[src/rtl/udpce_pkg.sv]
`timescale 1ns / 1ps
`default_nettype none

package udpce_pkg;

    localparam logic [15:0] MAX_CHECKED_LEN = 16'd1500;
    localparam logic [15:0] HDR_BYTES       = 16'd8;
    localparam logic [18:0] PROTO_UDP       = 19'd17;
    localparam logic [15:0] ECHO_PORT_RST   = 16'd7;
    localparam logic [15:0] CSUM_ALL_ONES   = 16'hFFFF;

    typedef enum logic [2:0] {
        ST_OK       = 3'd0,
        ST_ECHO     = 3'd1,
        ST_TOO_LONG = 3'd2,
        ST_BAD_SIZE = 3'd3,
        ST_BAD_HDR  = 3'd4,
        ST_BAD_SUM  = 3'd5
    } t_status;

    // Packet state captured on the last byte of a datagram
    typedef struct packed {
        logic [15:0] count;
        logic [15:0] src_udp_port;
        logic [15:0] dst_udp_port;
        logic [15:0] length;
        logic [15:0] csum_field;
        logic [31:0] acc;
    } t_snap;

    typedef struct packed {
        t_status     status;
        logic [15:0] src_udp_port;
        logic [15:0] dst_udp_port;
        logic [15:0] udp_length;
        logic [15:0] payload_length;
        logic [15:0] reply_checksum;
    } t_result;

endpackage

`default_nettype wire

[src/rtl/udpce_parse.sv]
`timescale 1ns / 1ps
`default_nettype none

module udpce_parse (
    input  wire logic              i_clk,
    input  wire logic              i_rst_n,
    input  wire logic              i_fire,
    input  wire logic [7:0]        i_byte,
    input  wire logic [18:0]       i_ph,
    input  wire logic              i_last,
    output udpce_pkg::t_snap       o_snap
);

    logic [15:0] r_count;
    logic [31:0] r_acc;
    logic [7:0]  r_held;
    logic [15:0] r_src;
    logic [15:0] r_dst;
    logic [15:0] r_len;
    logic [15:0] r_csf;

    logic [15:0] n_count;
    logic [31:0] n_acc;
    logic [7:0]  n_held;
    logic [15:0] n_src;
    logic [15:0] n_dst;
    logic [15:0] n_len;
    logic [15:0] n_csf;

    logic [15:0] word;
    logic [31:0] add_ph;
    logic [31:0] add_len;
    logic [31:0] add_byte;
    logic        byte_in_sum;

    assign word = {r_held, i_byte};

    // Skip the checksum field and anything past the length field
    assign byte_in_sum = (r_count < 16'd6) ||
                         ((r_count >= udpce_pkg::HDR_BYTES) && (r_count < r_len));

    always_comb begin
        add_ph   = (r_count == 16'd0) ? {13'd0, i_ph} : 32'd0;
        add_len  = (r_count == 16'd5) ? {16'd0, word} : 32'd0;
        add_byte = 32'd0;
        if (byte_in_sum) begin
            add_byte = r_count[0] ? {24'd0, i_byte} : {16'd0, i_byte, 8'd0};
        end
        n_acc   = r_acc + add_ph + add_len + add_byte;
        n_count = (r_count == 16'hFFFF) ? r_count : r_count + 16'd1;
        n_held  = r_count[0] ? r_held : i_byte;
        n_src   = (r_count == 16'd1) ? word : r_src;
        n_dst   = (r_count == 16'd3) ? word : r_dst;
        n_len   = (r_count == 16'd5) ? word : r_len;
        n_csf   = (r_count == 16'd7) ? word : r_csf;
    end

    assign o_snap = '{count: n_count, src_udp_port: n_src, dst_udp_port: n_dst,
                      length: n_len, csum_field: n_csf, acc: n_acc};

    always_ff @(posedge i_clk) begin
        if (!i_rst_n || (i_fire && i_last)) begin
            r_count <= '0;
            r_acc   <= '0;
            r_held  <= '0;
            r_src   <= '0;
            r_dst   <= '0;
            r_len   <= '0;
            r_csf   <= '0;
        end else if (i_fire) begin
            r_count <= n_count;
            r_acc   <= n_acc;
            r_held  <= n_held;
            r_src   <= n_src;
            r_dst   <= n_dst;
            r_len   <= n_len;
            r_csf   <= n_csf;
        end
    end

endmodule

`default_nettype wire

[src/rtl/udpce_verdict.sv]
`timescale 1ns / 1ps
`default_nettype none

module udpce_verdict (
    input  wire udpce_pkg::t_snap  i_snap,
    input  wire logic [15:0]       i_echo_port,
    output udpce_pkg::t_result     o_result
);

    logic [16:0] fold1;
    logic [15:0] rsum;
    logic [16:0] chk_raw;
    logic [15:0] chk;
    logic        sum_bad;
    logic        checked;
    logic [15:0] reply;

    // Fold the wide accumulator back to a 16-bit one's-complement sum
    assign fold1   = {1'b0, i_snap.acc[15:0]} + {1'b0, i_snap.acc[31:16]};
    assign rsum    = fold1[15:0] + {15'd0, fold1[16]};
    assign chk_raw = {1'b0, rsum} + {1'b0, i_snap.csum_field};
    assign chk     = chk_raw[15:0] + {15'd0, chk_raw[16]};
    assign sum_bad = (chk != udpce_pkg::CSUM_ALL_ONES);
    assign checked = (i_snap.csum_field != 16'd0) &&
                     (i_snap.length <= udpce_pkg::MAX_CHECKED_LEN);
    assign reply   = (rsum == udpce_pkg::CSUM_ALL_ONES) ? udpce_pkg::CSUM_ALL_ONES : ~rsum;

    always_comb begin
        o_result = '{status: udpce_pkg::ST_BAD_SIZE, src_udp_port: 16'd0,
                     dst_udp_port: 16'd0, udp_length: 16'd0, payload_length: 16'd0,
                     reply_checksum: 16'd0};
        if (i_snap.count >= udpce_pkg::HDR_BYTES) begin
            o_result.src_udp_port = i_snap.src_udp_port;
            o_result.dst_udp_port = i_snap.dst_udp_port;
            o_result.udp_length   = i_snap.length;
            if (i_snap.length < udpce_pkg::HDR_BYTES) begin
                o_result.status = udpce_pkg::ST_BAD_HDR;
            end else begin
                o_result.payload_length = i_snap.length - udpce_pkg::HDR_BYTES;
                if (i_snap.length > i_snap.count) begin
                    o_result.status = udpce_pkg::ST_BAD_SIZE;
                end else if (checked && sum_bad) begin
                    o_result.status = udpce_pkg::ST_BAD_SUM;
                end else if (i_snap.dst_udp_port != i_echo_port) begin
                    o_result.status = udpce_pkg::ST_OK;
                end else if (i_snap.length > udpce_pkg::MAX_CHECKED_LEN) begin
                    o_result.status = udpce_pkg::ST_TOO_LONG;
                end else begin
                    o_result.status         = udpce_pkg::ST_ECHO;
                    o_result.reply_checksum = reply;
                end
            end
        end
    end

endmodule

`default_nettype wire

[src/rtl/udp_datagram_check_echo.sv]
`timescale 1ns / 1ps
`default_nettype none

// UDP receive check with echo reply checksum.
// Input channel: one datagram byte per word (i_in_valid / o_in_stall), header
// first, with the IP addresses sampled on the first byte and i_last_byte on
// the final byte of the packet. Non-final bytes give no output.
// Output channel (o_out_valid / i_out_stall): one verdict word per packet,
// carrying status, ports, length fields and the echo reply checksum.
// Config channel (i_cfg_valid / o_cfg_ready, always ready): sets the echo
// port; write it only while no packet is in flight.
// Throughput: one byte per cycle, set by the 32-bit accumulate of the parse
// stage, until a stalled receiver backs the stages up to the input; the
// one's-complement fold is done once per packet in the verdict stage. Path:
// the last byte loads the input register, then the packet snapshot
// register, then the result register, which holds the valid verdict.
// Reset (synchronous, active low) empties all stages, clears packet state
// and sets the echo port to 7.
// A stalled receiver holds the result register; bubbles in front of it close
// up, and the input stalls only once every stage ahead of a byte is full.

module udp_datagram_check_echo (
    input  wire logic        i_clk,
    input  wire logic        i_rst_n,
    input  wire logic        i_in_valid,
    output logic             o_in_stall,
    input  wire logic [7:0]  i_data_byte,
    input  wire logic [31:0] i_src_ip,
    input  wire logic [31:0] i_dst_ip,
    input  wire logic        i_last_byte,
    output logic             o_out_valid,
    input  wire logic        i_out_stall,
    output logic [2:0]       o_status,
    output logic [15:0]      o_src_udp_port,
    output logic [15:0]      o_dst_udp_port,
    output logic [15:0]      o_udp_length,
    output logic [15:0]      o_payload_length,
    output logic [15:0]      o_reply_checksum,
    input  wire logic        i_cfg_valid,
    output logic             o_cfg_ready,
    input  wire logic [15:0] i_cfg_data
);

    // Input register
    logic        r_in_valid;
    logic [7:0]  r_in_byte;
    logic [18:0] r_in_ph;
    logic        r_in_last;
    logic [18:0] n_in_ph;

    // Snapshot and result registers
    logic                 r_snap_valid;
    udpce_pkg::t_snap     r_snap;
    udpce_pkg::t_snap     n_snap;
    logic                 r_out_valid;
    udpce_pkg::t_result   r_out;
    udpce_pkg::t_result   n_out;

    logic [15:0] r_echo_port;

    logic out_free;
    logic snap_free;
    logic parse_fire;
    logic in_ready;
    logic in_take;

    // Stage handshakes: a stage advances when the one after it has room (non-final bytes never wait)
    assign out_free   = !r_out_valid || !i_out_stall;
    assign snap_free  = !r_snap_valid || out_free;
    assign parse_fire = r_in_valid && (!r_in_last || snap_free);
    assign in_ready   = !r_in_valid || parse_fire;
    assign in_take    = i_in_valid && in_ready;
    assign o_in_stall = !in_ready;

    // Pseudo-header terms without the length word, summed on the way in
    assign n_in_ph = {3'b000, i_src_ip[31:16]} + {3'b000, i_src_ip[15:0]}
                   + {3'b000, i_dst_ip[31:16]} + {3'b000, i_dst_ip[15:0]}
                   + udpce_pkg::PROTO_UDP;

    always_ff @(posedge i_clk) begin
        if (!i_rst_n) begin
            r_in_valid <= 1'b0;
        end else if (in_ready) begin
            r_in_valid <= i_in_valid;
        end
    end

    always_ff @(posedge i_clk) begin
        if (in_take) begin
            r_in_byte <= i_data_byte;
            r_in_ph   <= n_in_ph;
            r_in_last <= i_last_byte;
        end
    end

    udpce_parse u_parse (
        .i_clk   (i_clk),
        .i_rst_n (i_rst_n),
        .i_fire  (parse_fire),
        .i_byte  (r_in_byte),
        .i_ph    (r_in_ph),
        .i_last  (r_in_last),
        .o_snap  (n_snap)
    );

    // Capture the packet state only on the final byte
    always_ff @(posedge i_clk) begin
        if (!i_rst_n) begin
            r_snap_valid <= 1'b0;
        end else if (snap_free) begin
            r_snap_valid <= parse_fire && r_in_last;
        end
    end

    always_ff @(posedge i_clk) begin
        if (parse_fire && r_in_last) begin
            r_snap <= n_snap;
        end
    end

    udpce_verdict u_verdict (
        .i_snap      (r_snap),
        .i_echo_port (r_echo_port),
        .o_result    (n_out)
    );

    always_ff @(posedge i_clk) begin
        if (!i_rst_n) begin
            r_out_valid <= 1'b0;
        end else if (out_free) begin
            r_out_valid <= r_snap_valid;
        end
    end

    always_ff @(posedge i_clk) begin
        if (out_free && r_snap_valid) begin
            r_out <= n_out;
        end
    end

    // Echo port register
    assign o_cfg_ready = 1'b1;

    always_ff @(posedge i_clk) begin
        if (!i_rst_n) begin
            r_echo_port <= udpce_pkg::ECHO_PORT_RST;
        end else if (i_cfg_valid && o_cfg_ready) begin
            r_echo_port <= i_cfg_data;
        end
    end

    assign o_out_valid      = r_out_valid;
    assign o_status         = r_out.status;
    assign o_src_udp_port   = r_out.src_udp_port;
    assign o_dst_udp_port   = r_out.dst_udp_port;
    assign o_udp_length     = r_out.udp_length;
    assign o_payload_length = r_out.payload_length;
    assign o_reply_checksum = r_out.reply_checksum;

    // A new verdict comes only from a captured snapshot
    a_out_from_snap: assert property (@(posedge i_clk) disable iff (!i_rst_n)
        $rose(o_out_valid) |-> $past(r_snap_valid))
        else $error("verdict appeared without a packet snapshot");

    // A snapshot is loaded only by a final byte
    a_snap_from_last: assert property (@(posedge i_clk) disable iff (!i_rst_n)
        $rose(r_snap_valid) |-> $past(r_in_valid && r_in_last))
        else $error("snapshot loaded without a final byte");

    // Echo replies never carry a zero checksum
    a_echo_nonzero: assert property (@(posedge i_clk) disable iff (!i_rst_n)
        (o_out_valid && (o_status == udpce_pkg::ST_ECHO)) |-> (o_reply_checksum != 16'd0))
        else $error("echo reply with zero checksum");

    // Only echo replies carry a reply checksum
    a_reply_only_echo: assert property (@(posedge i_clk) disable iff (!i_rst_n)
        (o_out_valid && (o_status != udpce_pkg::ST_ECHO)) |-> (o_reply_checksum == 16'd0))
        else $error("reply checksum on a non-echo verdict");

endmodule

`default_nettype wire
[config.mk]
export PLATFORM = sky130hd
export DESIGN_NAME = udp_datagram_check_echo
export DESIGN_NICKNAME = d
export VERILOG_FILES = /design/src/rtl/udpce_pkg.sv /design/src/rtl/udpce_parse.sv /design/src/rtl/udpce_verdict.sv /design/src/rtl/udp_datagram_check_echo.sv
export SDC_FILE = /design/constraint.sdc
export NUM_CORES = 1
export LEC_CHECK = 0
export ABC_AREA = 1
export BUFFER_PORTS_ARGS = -buffer_cell sky130_fd_sc_hd__clkbuf_2
export CAP_MARGIN = 0
export CORE_MARGIN = 4
export CORE_UTILIZATION = 47
export DETAILED_ROUTE_END_ITERATION = 7
export GPL_ROUTABILITY_DRIVEN = 0
export GPL_TIMING_DRIVEN = 0
export PLACE_DENSITY_LB_ADDON = 0.2
export SLEW_MARGIN = 20
export SYNTH_ARGS = -nofsm -noshare
export SYNTH_HDL_FRONTEND = slang
export SYNTH_HIERARCHICAL = 1
export SYNTH_SLANG_ARGS = --single-unit
[constraint.sdc]
create_clock -name i_clk -period 7.5 [get_ports i_clk]
set_input_delay 0.75 -clock i_clk [delete_from_list [all_inputs] [get_ports i_clk]]
set_output_delay 0.75 -clock i_clk [all_outputs]
set_load 0.02 [all_outputs]
==> results of run 1 <==
state kept, by name, summed over array words and instances, names as in the netlist, 3 cells and up:
| name | count |
|---|---|
| u_parse/r_csf | 16 |
| r_in_byte | 8 |
| o_reply_checksum | 16 |
| o_status | 3 |
| u_parse/r_held | 8 |
| u_parse/r_len | 16 |
| u_parse/r_src | 16 |
| r_in_ph | 19 |
| u_parse/r_count | 16 |
| o_dst_udp_port | 16 |
| o_payload_length | 16 |
| r_echo_port | 16 |
| r_snap | 112 |
| u_parse/r_dst | 16 |
| o_src_udp_port | 16 |
| u_parse/r_acc | 32 |
| o_udp_length | 16 |
routing by layer:
layer	wire length [µm]	GRT usage	vias to the layer above	share of wire
li1	-	-	9728	-
met1	25790	0.2931	8955	0.43
met2	28950	0.3853	601	0.48
met3	3284	0.02286	99	0.055
met4	1722	0.07292	0	0.029
met5	0	0	-	0
timing repair:
action                     4_1_cts  5_1_grt
buffers inserted                 0        1
hold buffers                     0        0
setup endpoints to repair        0        3
power by group:
part	switching, mW	internal [mW]	leakage [nW]
Sequential	0.0721	2.29	3.18
Combinational	1.09	0.558	9.47
Clock	0.828	1.19	0.660
Total	1.99	4.05	13.3
critical path, delay by kind of cell, from the launching register on:
family                     cells  cell delay (ns)
DFF                            1             0.33
AOI/OAI and AO/OA              8             1.21
buffers and inverters          6             0.81
adders and majority gates      7             1.82
and+or+nand+nor               23             2.43
worst paths after layout:
kind / slack, ns / startpoint / depth (start not counted) / to
setup / recovery: 0.73 / r_snap[0] / 44 / o_reply_checksum[6]
hold / removal: 0.35 / i_last_byte / 1 / r_in_last
setup reg to reg: 0.73 / r_snap[0] / 44 / o_reply_checksum[6]
hold reg to reg: 0.48 / o_out_valid / 2 / o_out_valid
cells in the final DEF (no fill, tap or decap), types with 9 or more instances in the layout:
cell,n
o21ai_0,62
clkbuf_1,42
a21oi_1,140
nand2_1,631
nor2_1,337
o21ai_2,64
buf_6,13
clkbuf_2,179
nand3b_1,10
xor2_1,37
clkinv_1,10
ha_1,138
inv_2,11
nor2_2,11
dfxtp_1,139
nand2_2,56
clkbuf_16,42
inv_1,587
nand4_1,37
nor3_1,21
fa_1,65
nand3_1,123
edfxtp_1,223
nand3_2,9
buf_2,10
a21oi_2,10
xnor2_1,25
o21ai_1,66
kinds of logic (layout without fill, tap and decap cells):
kind of cell	Yosys count	count (layout)
compound gates	365	365
buf+inv	670	930
xor+xnor	62	62
other cells	1	1
simple gates	1277	1277
flops	362	362
fa+ha+maj	203	203
area by class of cell:
type,count,area (µm²)
tap,664,830.8
multi-input combinational,1908,11320
buffer,69,389.1
sequential,362,9479
clock inverter,25,256.5
inverter,601,2262
timing repair buffer,184,1013
clock buffer,51,1105
fill,4497,22500
==> qor.yml, run 1 <==
timing:
  period_share: 0.9023
  period_needed_ns: 6.767
  slew_headroom: 0.4447
  rsz0062_at_grt: "false"
  tns_ns: 0
  setup_viol: 0
  fin_ws_ns: 0.7325
  skew_ns: 0.02965
  tightestPinTransition_ns: 0.8329
  hold_slack_ns: 0.3518
  slew_violations: 0
  hold_viol: 0
  max_freq_mhz: 147.8
worst_setup_path:
  worstPathRequired_ns: 7.94
  end_kind: "flop"
  startpoint_type: "flop"
  crit_top_cell: "nand2_1"
  timing_worst_setup_path_type: "flop to flop"
  crit_slowest_cell: "ha_1"
  path_max_fanout: 10
  cpPeakStageDelay_ns: 0.42
  arrival_ns: 7.21
logic_synthesis:
  synth_top_area_share: 0.2858
  synth_top_family_by_area: "simple AND/OR/NAND/NOR gates"
  syn_inst: 2940
  synth_area_mm2: 0.02343
  yosysMostFrequentCell: "nand2_1"
  synth_compound_area_frac: 0.09229
  synth.area.top_cells: "edfxtp_1 29%, dfxtp_1 12%, nand2_1 10%"
  synth_edf_count: 223
  synth_flop_cell: "edfxtp_1"
  ys_seq_elements: 362
  ys_types: 52
  synth_nets: 3237
  synth_warnings: 6
  async_reset_ff_frac: 0
  synth_common_cells: "631 x nand2_1, 588 x inv_1, 339 x nor2_1, 223 x edfxtp_1, 140 x a21oi_1"
  syn_area_per_cell_um2: 7.969
  synthMuxAreaShare: 0
  synth_top_area_cell: "edfxtp_1"
  synth-simple-area-share: 0.2376
  synth_xor_area_frac: 0.02318
  yosysSeqAreaShare: 0.4046
  synthAdderAreaFrac: 0.1292
drt:
  drcViolationCount: 0
  drtIter0Drc: 1546
  drt-total-wl_um: 59740
  via_per_inst: 5.016
  wl_per_cell_um: 15.46
  ant_nets: 0
  firstDrtPassIters: 6
  via_count: 19380
cells_and_area:
  antenna_cells: 0
  fin_cells: 3864
  area_growth_syn_to_layout_pct: 13.77
  final_nets: 3464
  drive_gt1_frac: 0.1453
  fin_area_mm2: 0.02665
  fin_util: 0.5422
floorplanning:
  dieArea_mm2: 0.05348
  core-area_mm2: 0.04915
  die_y_um: 231.3
  start_util: 0.4766
  fp.dieW_um: 231.3
  num_rows: 81
  io_pins: 180
clocking:
  cts_buffers: 41
  h-tree-depth: 2
  cts_tree: "yes"
  clock_latency_ns: 0.58
  root_buffer: "clkbuf_16"
  cts_sinks: 362
  post_cts_resized: 0
  clk_pin_slew_worst_paths_ns: 0.06
  clockBufferDepth: 3
placed_design:
  dp_cells: 3787
  pre_cts_slack_ns: 0.6134
  dpl.hpwl_um: 47960
  io_buffers: 178
  placed_cell_area_mm2: 0.02528
global_routing:
  track_usage: 0.2224
  first_global_vias: 18740
  overflow: 0
  grt_antenna_before_repair: 0
  grt_first_pass_wirelength_um: 95920
  grt_max_degree: 63
min_path:
  hp-class: "input pin to flop"
pwr:
  vdd_drop_max_mv: 0.1354
  p_per_area_mw_per_mm2: 226.4
  finalPower_mw: 6.034
  leakage_nw: 13.31
flow_run:
  cap_violations: 0
outcome:
  status: "finished, final reports clean"
(Power assumes the default switching activity.)
==> inputs of run 2 (changes only) <==
--- a/config.mk
+++ b/config.mk
@@ -8,8 +8,10 @@
 export ABC_AREA = 1
 export BUFFER_PORTS_ARGS = -buffer_cell sky130_fd_sc_hd__clkbuf_2
 export CAP_MARGIN = 0
+export CELL_PAD_IN_SITES_DETAIL_PLACEMENT = 0
+export CELL_PAD_IN_SITES_GLOBAL_PLACEMENT = 1
 export CORE_MARGIN = 4
-export CORE_UTILIZATION = 47
+export CORE_UTILIZATION = 46
 export DETAILED_ROUTE_END_ITERATION = 7
 export GPL_ROUTABILITY_DRIVEN = 0
 export GPL_TIMING_DRIVEN = 0
==> run 2 against run 1 <==
Count of clock-buffer cells in the layout did not move. First-iteration DRC count fell by 19%. Setup slack got worse by 0.041 ns. Clock power rose by 5%.
==> qor.yml, run 2 (synthesis gave the netlist of run 1 again) <==
drt:
  ant_nets: 0  # unchanged
  drcViolationCount: 0  # unchanged
  via_per_inst: 4.953  # -1.3%
  drt-total-wl_um: 61690  # +3.3%
  via_count: 19200  # -0.95%
  firstDrtPassIters: 6  # unchanged
  drtIter0Drc: 1259  # -19%
  wl_per_cell_um: 15.91  # +2.9%
timing:
  tightestPinTransition_ns: 0.8096  # -0.02330 ns
  period_share: 0.9078  # +0.005507
  max_freq_mhz: 146.9  # -0.61%
  tns_ns: 0  # unchanged
  setup_viol: 0  # unchanged
  slew_violations: 0  # unchanged
  period_needed_ns: 6.809  # +0.04130 ns
  rsz0062_at_grt: "false"
  skew_ns: 0.02617  # -0.003477 ns
  hold_slack_ns: 0.3574  # +0.005587 ns
  slew_headroom: 0.4603  # +0.01553
  hold_viol: 0  # unchanged
clocking:
  clk_pin_slew_worst_paths_ns: 0.06  # about the same
  root_buffer: "clkbuf_16"
  cts_sinks: 362  # unchanged
  hold_buffers: 0  # unchanged
  clockBufferDepth: 3  # unchanged
  clock_latency_ns: 0.57  # about the same
  cts_tree: "yes"
  cts_buffers: 43  # +4.9%
  h-tree-depth: 2  # unchanged
worst_setup_path:
  reg2reg_from: "r_snap[16]"
  cpPeakStageDelay_ns: 0.41  # about the same
  timing_worst_setup_path_type: "flop to flop"
  worst-r2r-cell-count: 44  # unchanged
  end_kind: "flop"
  arrival_ns: 7.24  # +0.03 ns
  startpoint_type: "flop"
  crit_top_cell: "nand2_1"
  path_max_fanout: 10  # unchanged
  worstPathRequired_ns: 7.93  # about the same
  crit_slowest_cell: "ha_1"
  reg2reg_slack_ns: 0.69  # -0.04 ns
  worst_r2r_endpoint: "o_reply_checksum[15]"
pwr:
  vdd_drop_max_mv: 0.1454  # +7.3%
  leakage_nw: 13.36  # +0.36%
  p_per_area_mw_per_mm2: 229.5  # +1.4%
placed_design:
  dpl.hpwl_um: 49150  # +2.5%
  placed_cell_area_mm2: 0.02529  # about the same
  dp_cells: 3795  # +0.21%
  io_buffers: 178  # unchanged
cells_and_area:
  area_growth_syn_to_layout_pct: 14.17
  drive_gt1_frac: 0.1486  # +0.003252
  largest_reg_flops: 112  # unchanged
  top_regs: "r_snap: 112 flops, u_parse/r_acc: 32 flops, r_in_ph: 19 flops"
  fin_cells: 3876  # +0.31%
  regMostFlops: "r_snap"
  final_cell_mix: "631 x nand2_1, 587 x inv_1, 337 x nor2_1"
  final_nets: 3466  # +0.058%
  antenna_cells: 0  # unchanged
  fillers: 4778  # +6.2%
  fin_area_mm2: 0.02675  # +0.35%
  final_common_cell: "nand2_1"
floorplanning:
  core-area_mm2: 0.05027  # +2.3%
  die_y_um: 233.7  # +1.0%
  dieArea_mm2: 0.05460  # +2.1%
  fp.dieW_um: 233.7  # +1.0%
  io_pins: 180  # unchanged
  start_util: 0.4660  # -0.01062
  num_rows: 82  # +1.2%
global_routing:
  grt_first_pass_wirelength_um: 97680  # +1.8%
  grt_antenna_before_repair: 0  # unchanged
  grt_max_degree: 64  # +1.6%
  overflow: 0  # unchanged
  first_global_vias: 18720  # -0.12%
  track_usage: 0.2265  # +0.004015
min_path:
  hp-class: "input pin to flop"
  hold_start: "i_last_byte"
  min_to: "r_in_last"
  whs_path_depth: 1  # unchanged
outcome:
  status: "finished, final reports clean"
flow_run:
  cap_violations: 0  # unchanged
run 2: cell count changes in the layout (fill, tap and decap cells not counted), sizes merged:
| cell | delta |
|---|---|
| bufinv | +1 |
| clkinv | +1 |
| clkinvlp | +2 |
run 2: worst max path at each step:
stage,startpoint,end,slack [ns]
2_1_floorplan,r_snap[0],o_reply_checksum[9],2.10
3_3_place_gp,r_snap[0],o_reply_checksum[14],0.58
3_5_place_dp,r_snap[16],o_reply_checksum[15],0.51
4_1_cts,r_snap[16],o_reply_checksum[15],0.49
5_1_grt,r_snap[16],o_reply_checksum[15],0.0008
6_report,r_snap[16],o_reply_checksum[15],0.69
run 2: power by group:
part | leakage, nW | switching, mW | total, mW | internal [mW]
logic | 9.47 | 1.09 | 1.64 | 0.558
clock network | 0.708 | 0.850 | 2.12 | 1.27
registers | 3.18 | 0.0744 | 2.37 | 2.29
run 2: layer usage:
layer,wire length [µm],track usage,vias up
met5,0,0,-
met4,2392,0.08411,0
met3,3069,0.03232,118
met2,29000,0.3858,472
met1,27220,0.2931,8871
li1,-,-,9737
run 2: area by class of cell:
| type | instances | area, µm² | area share |
|---|---|---|---|
| Sequential cell | 362 | 9479 | 0.3544 |
| Tap cell | 672 | 840.8 | 0.03144 |
| Timing Repair Buffer | 184 | 1013 | 0.03789 |
| Clock inverter | 29 | 296.5 | 0.01109 |
| Clock buffer | 51 | 1149 | 0.04294 |
| Inverter | 601 | 2262 | 0.08458 |
| Buffer | 69 | 389.1 | 0.01455 |
| Multi-Input combinational cell | 1908 | 11320 | 0.4231 |
run 2: timing repair:
action                                  CTS  global route
buffers inserted                          0             1
resized for setup                         0             0
endpoints found under the setup margin    0            10
run 2: metrics by stage:
stage / util / total power, mW / worst slack, ns
after CTS: 0.5319 / 6.200 / 0.4939
after global placement: 0.5004 / 4.026 / 0.5825
after floorplan: - / 3.587 / 2.103
final: 0.5320 / 6.138 / 0.6912
after global routing: 0.5320 / 6.522 / 0.0007967
after detailed placement: 0.5031 / 4.056 / 0.5060
run 2: worst max-delay path: cells and delay by family, from the launching register on:
kind / cells / cell delay [ns]
AND/OR/NAND/NOR: 23 / 2.36
adder cells (fa/ha/maj): 7 / 1.82
AO/OA/AOI/OAI: 8 / 1.34
buffers and inverters: 6 / 0.80
flip-flops: 1 / 0.33
